==> src/design/wfq_scheduler_virtual_time_macros.svh <==
// ----------------------------------------------------------------------------
// WFQ scheduler assertion macros
// Concurrent assertion wrappers; define ASSERT_OFF to drop them.
// ----------------------------------------------------------------------------
`ifndef WFQ_SCHEDULER_VIRTUAL_TIME_MACROS_SVH
`define WFQ_SCHEDULER_VIRTUAL_TIME_MACROS_SVH

`ifndef ASSERT_OFF
// Same-cycle implication, disabled in reset.
`define WFQ_ASSERT_IMPL(lbl, clk, rst_n, ante, cons, msg) \
    lbl: assert property (@(posedge clk) disable iff (!rst_n) (ante) |-> (cons)) \
        else $error(msg);
// Next-cycle implication, disabled in reset.
`define WFQ_ASSERT_NEXT(lbl, clk, rst_n, ante, cons, msg) \
    lbl: assert property (@(posedge clk) disable iff (!rst_n) (ante) |=> (cons)) \
        else $error(msg);
`else
`define WFQ_ASSERT_IMPL(lbl, clk, rst_n, ante, cons, msg)
`define WFQ_ASSERT_NEXT(lbl, clk, rst_n, ante, cons, msg)
`endif

`endif

==> src/design/wfq_pkg.sv <==
// ----------------------------------------------------------------------------
// WFQ package
// Widths, codes, shared types and helper functions of the WFQ scheduler.
// ----------------------------------------------------------------------------
package wfq_pkg;

    localparam int NUM_CLASSES = 2;
    localparam int QUEUE_DEPTH = 1024;
    localparam int FRAC_BITS   = 32;
    localparam int WEIGHT_FRAC = 16;

    localparam int TIME_W   = 64;
    localparam int WEIGHT_W = 32;
    localparam int RATE_W   = 40;
    localparam int PORT_W   = 16;
    localparam int LIMIT_W  = 11;
    localparam int PROTO_W  = 8;
    localparam int SIZE_W   = 16;
    localparam int TAG_W    = 16;
    localparam int STATUS_W = 2;

    localparam logic [PROTO_W-1:0] PROTO_TCP = 8'd6;
    localparam logic [PROTO_W-1:0] PROTO_UDP = 8'd17;
    localparam int SIZE_SHIFT = 3;  // bytes to bits

    localparam int CLS_W     = $clog2(NUM_CLASSES);
    localparam int ITER_W    = $clog2(NUM_CLASSES + 1);
    localparam int PTR_W     = $clog2(QUEUE_DEPTH);
    localparam int CNT_W     = $clog2(QUEUE_DEPTH + 1);
    localparam int RAM_DEPTH = NUM_CLASSES * QUEUE_DEPTH;
    localparam int ADDR_W    = $clog2(RAM_DEPTH);
    localparam int PKT_W     = SIZE_W + TAG_W;
    localparam int ENTRY_W   = TIME_W + PKT_W;

    localparam int SUM_W     = WEIGHT_W + CLS_W;
    localparam int MUL_B_W   = 32;
    localparam int MUL_P_W   = SUM_W + MUL_B_W;
    localparam int P_W       = TIME_W + SUM_W;
    localparam int DEN_W     = WEIGHT_W + RATE_W;

    localparam int ADV_NUM_W = TIME_W + WEIGHT_FRAC;
    localparam int INC_NUM_W = SIZE_W + SIZE_SHIFT + FRAC_BITS + WEIGHT_FRAC;
    localparam int NUM_W     = (ADV_NUM_W > INC_NUM_W) ? ADV_NUM_W : INC_NUM_W;
    localparam int DIV_BITS  = 2;
    localparam int DIV_CYC   = (NUM_W + DIV_BITS - 1) / DIV_BITS;
    localparam int NUM_PW    = DIV_CYC * DIV_BITS;
    localparam int DIV_CNT_W = $clog2(DIV_CYC + 1);

    localparam int CMDQ_DEPTH = 2;
    localparam int CMDQ_PTR_W = $clog2(CMDQ_DEPTH);
    localparam int CMDQ_CNT_W = $clog2(CMDQ_DEPTH + 1);

    localparam int CFG_IDX_W  = 3;
    localparam int CFG_DATA_W = RATE_W;

    localparam logic [WEIGHT_W-1:0] RST_WEIGHT = 32'd65536;
    localparam logic [RATE_W-1:0]   RST_RATE   = 40'd1000000;
    localparam logic [PORT_W-1:0]   RST_PORT   = 16'd10;
    localparam logic [LIMIT_W-1:0]  RST_LIMIT  = 11'd1000;

    typedef enum logic [CFG_IDX_W-1:0] {
        CFG_FIRST_WEIGHT  = 3'd0,
        CFG_SECOND_WEIGHT = 3'd1,
        CFG_LINK_RATE     = 3'd2,
        CFG_SPECIAL_PORT  = 3'd3,
        CFG_CLASS_LIMIT   = 3'd4
    } cfg_idx_t;

    typedef enum logic [STATUS_W-1:0] {
        ST_ACCEPT = 2'd0,
        ST_DROP   = 2'd1,
        ST_DEQ    = 2'd2,
        ST_EMPTY  = 2'd3
    } status_t;

    typedef enum logic [4:0] {
        B_IDLE,
        B_DQ_RD,
        B_DQ_CMP,
        B_DQ_DONE,
        B_EN_CHK,
        B_SCAN,
        B_ADV,
        B_ADV_DIV,
        B_SPAN0,
        B_SPAN1,
        B_SPAN2,
        B_DEL,
        B_DEN0,
        B_DEN1,
        B_DEN2,
        B_INC,
        B_INC_DIV,
        B_OUT
    } bstate_t;

    typedef struct packed {
        logic [WEIGHT_W-1:0] first_weight;
        logic [WEIGHT_W-1:0] second_weight;
        logic [RATE_W-1:0]   link_rate;
        logic [PORT_W-1:0]   special_port;
        logic [LIMIT_W-1:0]  class_limit;
    } cfg_t;

    typedef struct packed {
        logic              func;
        logic [CLS_W-1:0]  cls;
        logic [TIME_W-1:0] now_time;
        logic [SIZE_W-1:0] size;
        logic [TAG_W-1:0]  tag;
    } cmd_t;

    function automatic logic [TIME_W-1:0] sat_add(input logic [TIME_W-1:0] a,
                                                  input logic [TIME_W-1:0] b);
        logic [TIME_W:0] s;
        s = {1'b0, a} + {1'b0, b};
        return s[TIME_W] ? '1 : s[TIME_W-1:0];
    endfunction

    function automatic logic [ADDR_W-1:0] slot_addr(input logic [CLS_W-1:0] c,
                                                    input logic [PTR_W-1:0] p);
        return ADDR_W'(c) * ADDR_W'(QUEUE_DEPTH) + ADDR_W'(p);
    endfunction

    function automatic logic [PTR_W-1:0] ptr_inc(input logic [PTR_W-1:0] p);
        return (p == PTR_W'(QUEUE_DEPTH - 1)) ? '0 : p + 1'b1;
    endfunction

endpackage

==> src/design/wfq_if.sv <==
// ----------------------------------------------------------------------------
// WFQ channel interfaces
// Valid/ready channels for packet requests, results and register writes.
// ----------------------------------------------------------------------------
interface wfq_in_if;
    import wfq_pkg::*;
    logic                 valid;
    logic                 ready;
    logic                 func;
    logic [TIME_W-1:0]    now_time;
    logic [PROTO_W-1:0]   protocol;
    logic                 first_fragment;
    logic [PORT_W-1:0]    dest_port;
    logic [SIZE_W-1:0]    packet_size;
    logic [TAG_W-1:0]     packet_tag;
    modport source (output valid, func, now_time, protocol, first_fragment,
                    dest_port, packet_size, packet_tag, input ready);
    modport sink   (input valid, func, now_time, protocol, first_fragment,
                    dest_port, packet_size, packet_tag, output ready);
endinterface


==> src/design/wfq_front.sv <==
// ----------------------------------------------------------------------------
// WFQ front end
// Accept requests, classify enqueues, hold them in a short command queue.
// ----------------------------------------------------------------------------
module wfq_front (
    input  logic          clk,
    input  logic          rst_n,
    wfq_in_if.sink        in_ch,
    input  wfq_pkg::cfg_t cfg,
    output logic          cmd_valid,
    output wfq_pkg::cmd_t cmd,
    input  logic          cmd_pop
);
    import wfq_pkg::*;

    cmd_t                  q_mem [CMDQ_DEPTH];
    logic [CMDQ_PTR_W-1:0] wr_ptr_reg;
    logic [CMDQ_PTR_W-1:0] rd_ptr_reg;
    logic [CMDQ_CNT_W-1:0] cnt_reg;
    logic                  push;
    logic                  hit;
    cmd_t                  cmd_in;

    // class 1: TCP or UDP, first fragment, destination port matches
    assign hit = (in_ch.protocol == PROTO_TCP || in_ch.protocol == PROTO_UDP) &&
                 in_ch.first_fragment && (in_ch.dest_port == cfg.special_port);

    always_comb
    begin
        cmd_in.func     = in_ch.func;
        cmd_in.cls      = hit ? CLS_W'(1) : '0;
        cmd_in.now_time = in_ch.now_time;
        cmd_in.size     = in_ch.packet_size;
        cmd_in.tag      = in_ch.packet_tag;
    end

    assign in_ch.ready = (cnt_reg != CMDQ_CNT_W'(CMDQ_DEPTH));
    assign push        = in_ch.valid && in_ch.ready;
    assign cmd_valid   = (cnt_reg != '0);
    assign cmd         = q_mem[rd_ptr_reg];

    always_ff @(posedge clk or negedge rst_n)
    begin
        if (!rst_n)
        begin
            wr_ptr_reg <= '0;
            rd_ptr_reg <= '0;
            cnt_reg    <= '0;
        end
        else
        begin
            if (push)
            begin
                wr_ptr_reg <= (wr_ptr_reg == CMDQ_PTR_W'(CMDQ_DEPTH - 1)) ? '0 :
                              wr_ptr_reg + 1'b1;
            end
            if (cmd_pop)
            begin
                rd_ptr_reg <= (rd_ptr_reg == CMDQ_PTR_W'(CMDQ_DEPTH - 1)) ? '0 :
                              rd_ptr_reg + 1'b1;
            end
            if (push && !cmd_pop)
            begin
                cnt_reg <= cnt_reg + 1'b1;
            end
            else if (!push && cmd_pop)
            begin
                cnt_reg <= cnt_reg - 1'b1;
            end
        end
    end

    always_ff @(posedge clk)
    begin
        if (push)
        begin
            q_mem[wr_ptr_reg] <= cmd_in;
        end
    end
endmodule

==> src/flat_wrapper.sv <==
// flat-port wrapper written by rule: the top's interface ports become plain ports
module wfq_front_flat import wfq_pkg::*;
  (clk, rst_n, cfg, cmd_valid, cmd, cmd_pop, in_ch_valid, in_ch_func, in_ch_now_time, in_ch_protocol, in_ch_first_fragment, in_ch_dest_port, in_ch_packet_size, in_ch_packet_tag, in_ch_ready);
  wfq_in_if in_ch_i ();
  input  logic clk;
  input  logic rst_n;
  input  wfq_pkg::cfg_t cfg;
  output logic cmd_valid;
  output wfq_pkg::cmd_t cmd;
  input  logic cmd_pop;
  input wire logic [$bits(in_ch_i.valid)-1:0] in_ch_valid;
  input wire logic [$bits(in_ch_i.func)-1:0] in_ch_func;
  input wire logic [$bits(in_ch_i.now_time)-1:0] in_ch_now_time;
  input wire logic [$bits(in_ch_i.protocol)-1:0] in_ch_protocol;
  input wire logic [$bits(in_ch_i.first_fragment)-1:0] in_ch_first_fragment;
  input wire logic [$bits(in_ch_i.dest_port)-1:0] in_ch_dest_port;
  input wire logic [$bits(in_ch_i.packet_size)-1:0] in_ch_packet_size;
  input wire logic [$bits(in_ch_i.packet_tag)-1:0] in_ch_packet_tag;
  output wire logic [$bits(in_ch_i.ready)-1:0] in_ch_ready;
  assign in_ch_i.valid = in_ch_valid;
  assign in_ch_i.func = in_ch_func;
  assign in_ch_i.now_time = in_ch_now_time;
  assign in_ch_i.protocol = in_ch_protocol;
  assign in_ch_i.first_fragment = in_ch_first_fragment;
  assign in_ch_i.dest_port = in_ch_dest_port;
  assign in_ch_i.packet_size = in_ch_packet_size;
  assign in_ch_i.packet_tag = in_ch_packet_tag;
  assign in_ch_ready = in_ch_i.ready;
  wfq_front u_core (.clk(clk), .rst_n(rst_n), .in_ch(in_ch_i), .cfg(cfg), .cmd_valid(cmd_valid), .cmd(cmd), .cmd_pop(cmd_pop));
endmodule
==> config.mk <==
export PLATFORM = sky130hd
export DESIGN_NAME = wfq_front_flat
export DESIGN_NICKNAME = d
export VERILOG_FILES = /design/src/design/wfq_scheduler_virtual_time_macros.svh /design/src/design/wfq_pkg.sv /design/src/design/wfq_if.sv /design/src/design/wfq_front.sv /design/src/flat_wrapper.sv
export SDC_FILE = /design/constraint.sdc
export NUM_CORES = 1
export LEC_CHECK = 0
export CAP_MARGIN = 0
export CORE_ASPECT_RATIO = 1.1
export CORE_UTILIZATION = 35
export CTS_CLUSTER_DIAMETER = 40
export DETAILED_ROUTE_END_ITERATION = 6
export DONT_BUFFER_PORTS = 1
export SYNTH_ARGS = -nofsm -noshare
export SYNTH_HDL_FRONTEND = slang
export SYNTH_SLANG_ARGS = --single-unit
==> constraint.sdc <==
create_clock -name clk -period 4.85 [get_ports clk]
set_input_delay 0.7275 -clock clk [delete_from_list [all_inputs] [get_ports clk]]
set_output_delay 0.7275 -clock clk [all_outputs]
set_load 0.03 [all_outputs]
==> reports/qor.txt <==
Status - finished clean
Resized Gates After CTS - 0
Largest family of logic cells by synthesized area - multiplexers
Global-route wire length before repair - 19000 um
Final hold viol count - 0
Pin count of the biggest net entering global routing - 84
Hold Buf Count CTS - 1
RSZ-0062 raised after global routing - no
Row count - 55
Maximum vdd drop - 0.265 mV
CP Data Required Time - 4.12 ns
Final Max Slew Viols - 0
Final nets - 619
CTS Buf Count - 17
Root Buffer - clkbuf_16
Final setup skew - 0.00688 ns
Total via count in the routed design - 3102
Congestion Overflow GR - 0
Routed Antenna Nets - 0
DIE HEIGHT - 155 um
Skew-Pair Late Insertion Delay - 0.42 ns
Min Tclk post-route - 3.28 ns
Top cell type's share of synthesized area - 0.788
Gp weighted congestion - 0.658
WP data arrival - 2.55 ns
Post-DP HPWL - 8830 um
Layout cells sized above 1 - 0.104
Synth Area in Adders - 0.00168
Compound-Gate Fraction of Synth Area - 0.00117
IO Port Bufs - 0
Die footprint - 0.0219 mm^2
Max reg flops - 196
Avg WL per Cell - 20.2 um
Max Freq - 305 MHz
I/O Pins - 357
Avg Cell Area, Syn - 21.5 um^2
Ys Warns - 0
Setup_tns - 0 ns
Final setup fails - 0
Max FO, Critical Path - 83
Final period utilization - 0.676
Total Power - 0.00554 W
Pleak - 2.66 nW
# Post-CTS Setup Buffers - 0
Syn nets - 606
Max cap viols - 0
Worst-Margin Slew - 1.17 ns
Synthesis-stage register bit count - 200
DRT iter0 DRCs - 166
Initial antenna violation count - 0
Clk slew on worst S/H paths - 0.07 ns
Non-filler instance count after layout - 659
Post-synth top area cell - edfxtp_1
CTS tree - yes
Simple-gate area share of the yosys netlist - 0.0146
Placed Cells incl. Taps - 626
Fill cells - 1818
Syn Std Cell Area - 0.00747 mm^2
Number of global-route vias before repair - 3222
Drt first pass iters - 4
Total Wirelength - 13300 um
Crit start category - flop
Clock sink total - 200
Largest cells by area after synthesis - edfxtp_1 (79%), mux2_1 (15%), xnor2_1 (1.6%)
Area of the multi-input gates - 0.00143 mm^2
Antenna diodes - 0
Total routing usage reported by global routing - 0.120
Max Root-Sink Buffers - 2
Sequential cell area - 0.00599 mm^2
Unique cell type count in the Yosys netlist - 20
Slew HR - 0.219
Starting Density - 0.361
Part of the Yosys area used for sequential elements - 0.801
H-tree depth - 4
Crit end category - output port
Die Wd - 141 um
Multiplexer area fraction after synthesis - 0.148
Crit path kind - reg -> out
DRC - 0
Worst hold-check path type - in -> reg
Max incr delay on CP - 1.16 ns
Via density - 4.71
Pwr Density - 660 mW/mm^2
Critical-path cell list - buf_4 > mux2_1
Crit-path slowest cell - dfrtp_4
Xor/xnor cell area share of the yosys netlist - 0.0246
Synth Instances - 348
Core area - 0.0207 mm^2
Layout area overhead - 12.5%
## report_power, final
| group | internal [W] | switching (W) |
|---|---|---|
| sequential | 0.00236 | 0.000220 |
| clock | 0.000767 | 0.000619 |
| combinational | 0.000348 | 0.00122 |
| total | 0.00348 | 0.00206 |
## cells in the mapped netlist
master	n
nor4bb_1	2
and3_1	1
nand2b_1	1
buf_2	10
or2_2	1
inv_1	2
xnor2_1	14
nand2_1	1
dfrtp_1	4
ha_1	1
buf_4	1
nor4_2	1
nor4_4	1
mux2_1	98
nor4_1	1
o2111ai_1	1
edfxtp_1	196
nand4_1	3
xor2_1	7
nor2_1	2
## per-layer routing
metal,share of wire,GRT usage
met5,0,0
met4,0.0097,0.0404
met3,0.15,0.0871
met2,0.47,0.188
met1,0.37,0.125
## critical path: cells and delay by family, from the launching register on
kind     cells  cell delay (ns)
buf+inv      1             0.41
flops        1             1.16
mux          1             0.50
## cell families (layout without fill, tap and decap cells)
| group | count (synthesis) | after routing |
|---|---|---|
| flops | 200 | 200 |
| mux | 98 | 98 |
| xor+xnor | 21 | 21 |
| simple gates | 14 | 14 |
| buf+inv | 13 | 39 |
| fa+ha+maj | 1 | 1 |
| compound gates | 1 | 1 |
## through the flow
step | util | setup slack, ns | hold slack, ns | instance area (um^2)
floorplan | - | 0.970 | 0.432 | 7470
global route | 0.406 | 1.40 | 0.367 | 8400
CTS | 0.406 | 1.47 | 0.370 | 8400
detailed placement | 0.377 | 1.92 | 0.432 | 7810
finish | 0.406 | 1.57 | 0.394 | 8400
global placement | 0.377 | 1.98 | 0.432 | 7810
## cell type report
| class | count | share of cell area |
|---|---|---|
| sequential | 200 | 0.713 |
| multi-input combinational | 135 | 0.170 |
| clock buffer | 19 | 0.0515 |
| tap | 285 | 0.0424 |
| clock inverter | 13 | 0.0173 |
| timing repair buffer | 5 | 0.00477 |
| inverter | 2 | 0.000894 |
## worst paths after layout
kind / to / slack, ns / depth (start not counted) / from
setup reg to reg: u_core.q_mem[1][65] / 2.26 / 3 / u_core.cnt_reg[0]
max in group asynchronous: u_core.rd_ptr_reg / 4.06 / 1 / rst_n
hold reg to reg: u_core.cnt_reg[1] / 0.50 / 1 / u_core.cnt_reg[1]
setup / recovery: cmd[94] / 1.57 / 2 / u_core.rd_ptr_reg
min in group asynchronous: u_core.rd_ptr_reg / 0.59 / 1 / rst_n
hold / removal: u_core.rd_ptr_reg / 0.39 / 1 / cmd_pop
## layout by cell type, fill, tap and decap left out, types with 2 or more instances in the layout
cell type   count
clkbuf_1        2
nand4_1         3
xnor2_1        14
buf_4           4
mux2_1         98
inv_6           3
clkinvlp_4      4
nor4bb_1        2
dfrtp_1         3
bufinv_16       2
edfxtp_1      196
xor2_1          7
inv_1           2
clkbuf_16      17
No activity file was read; power rests on OpenSTA's default activity.
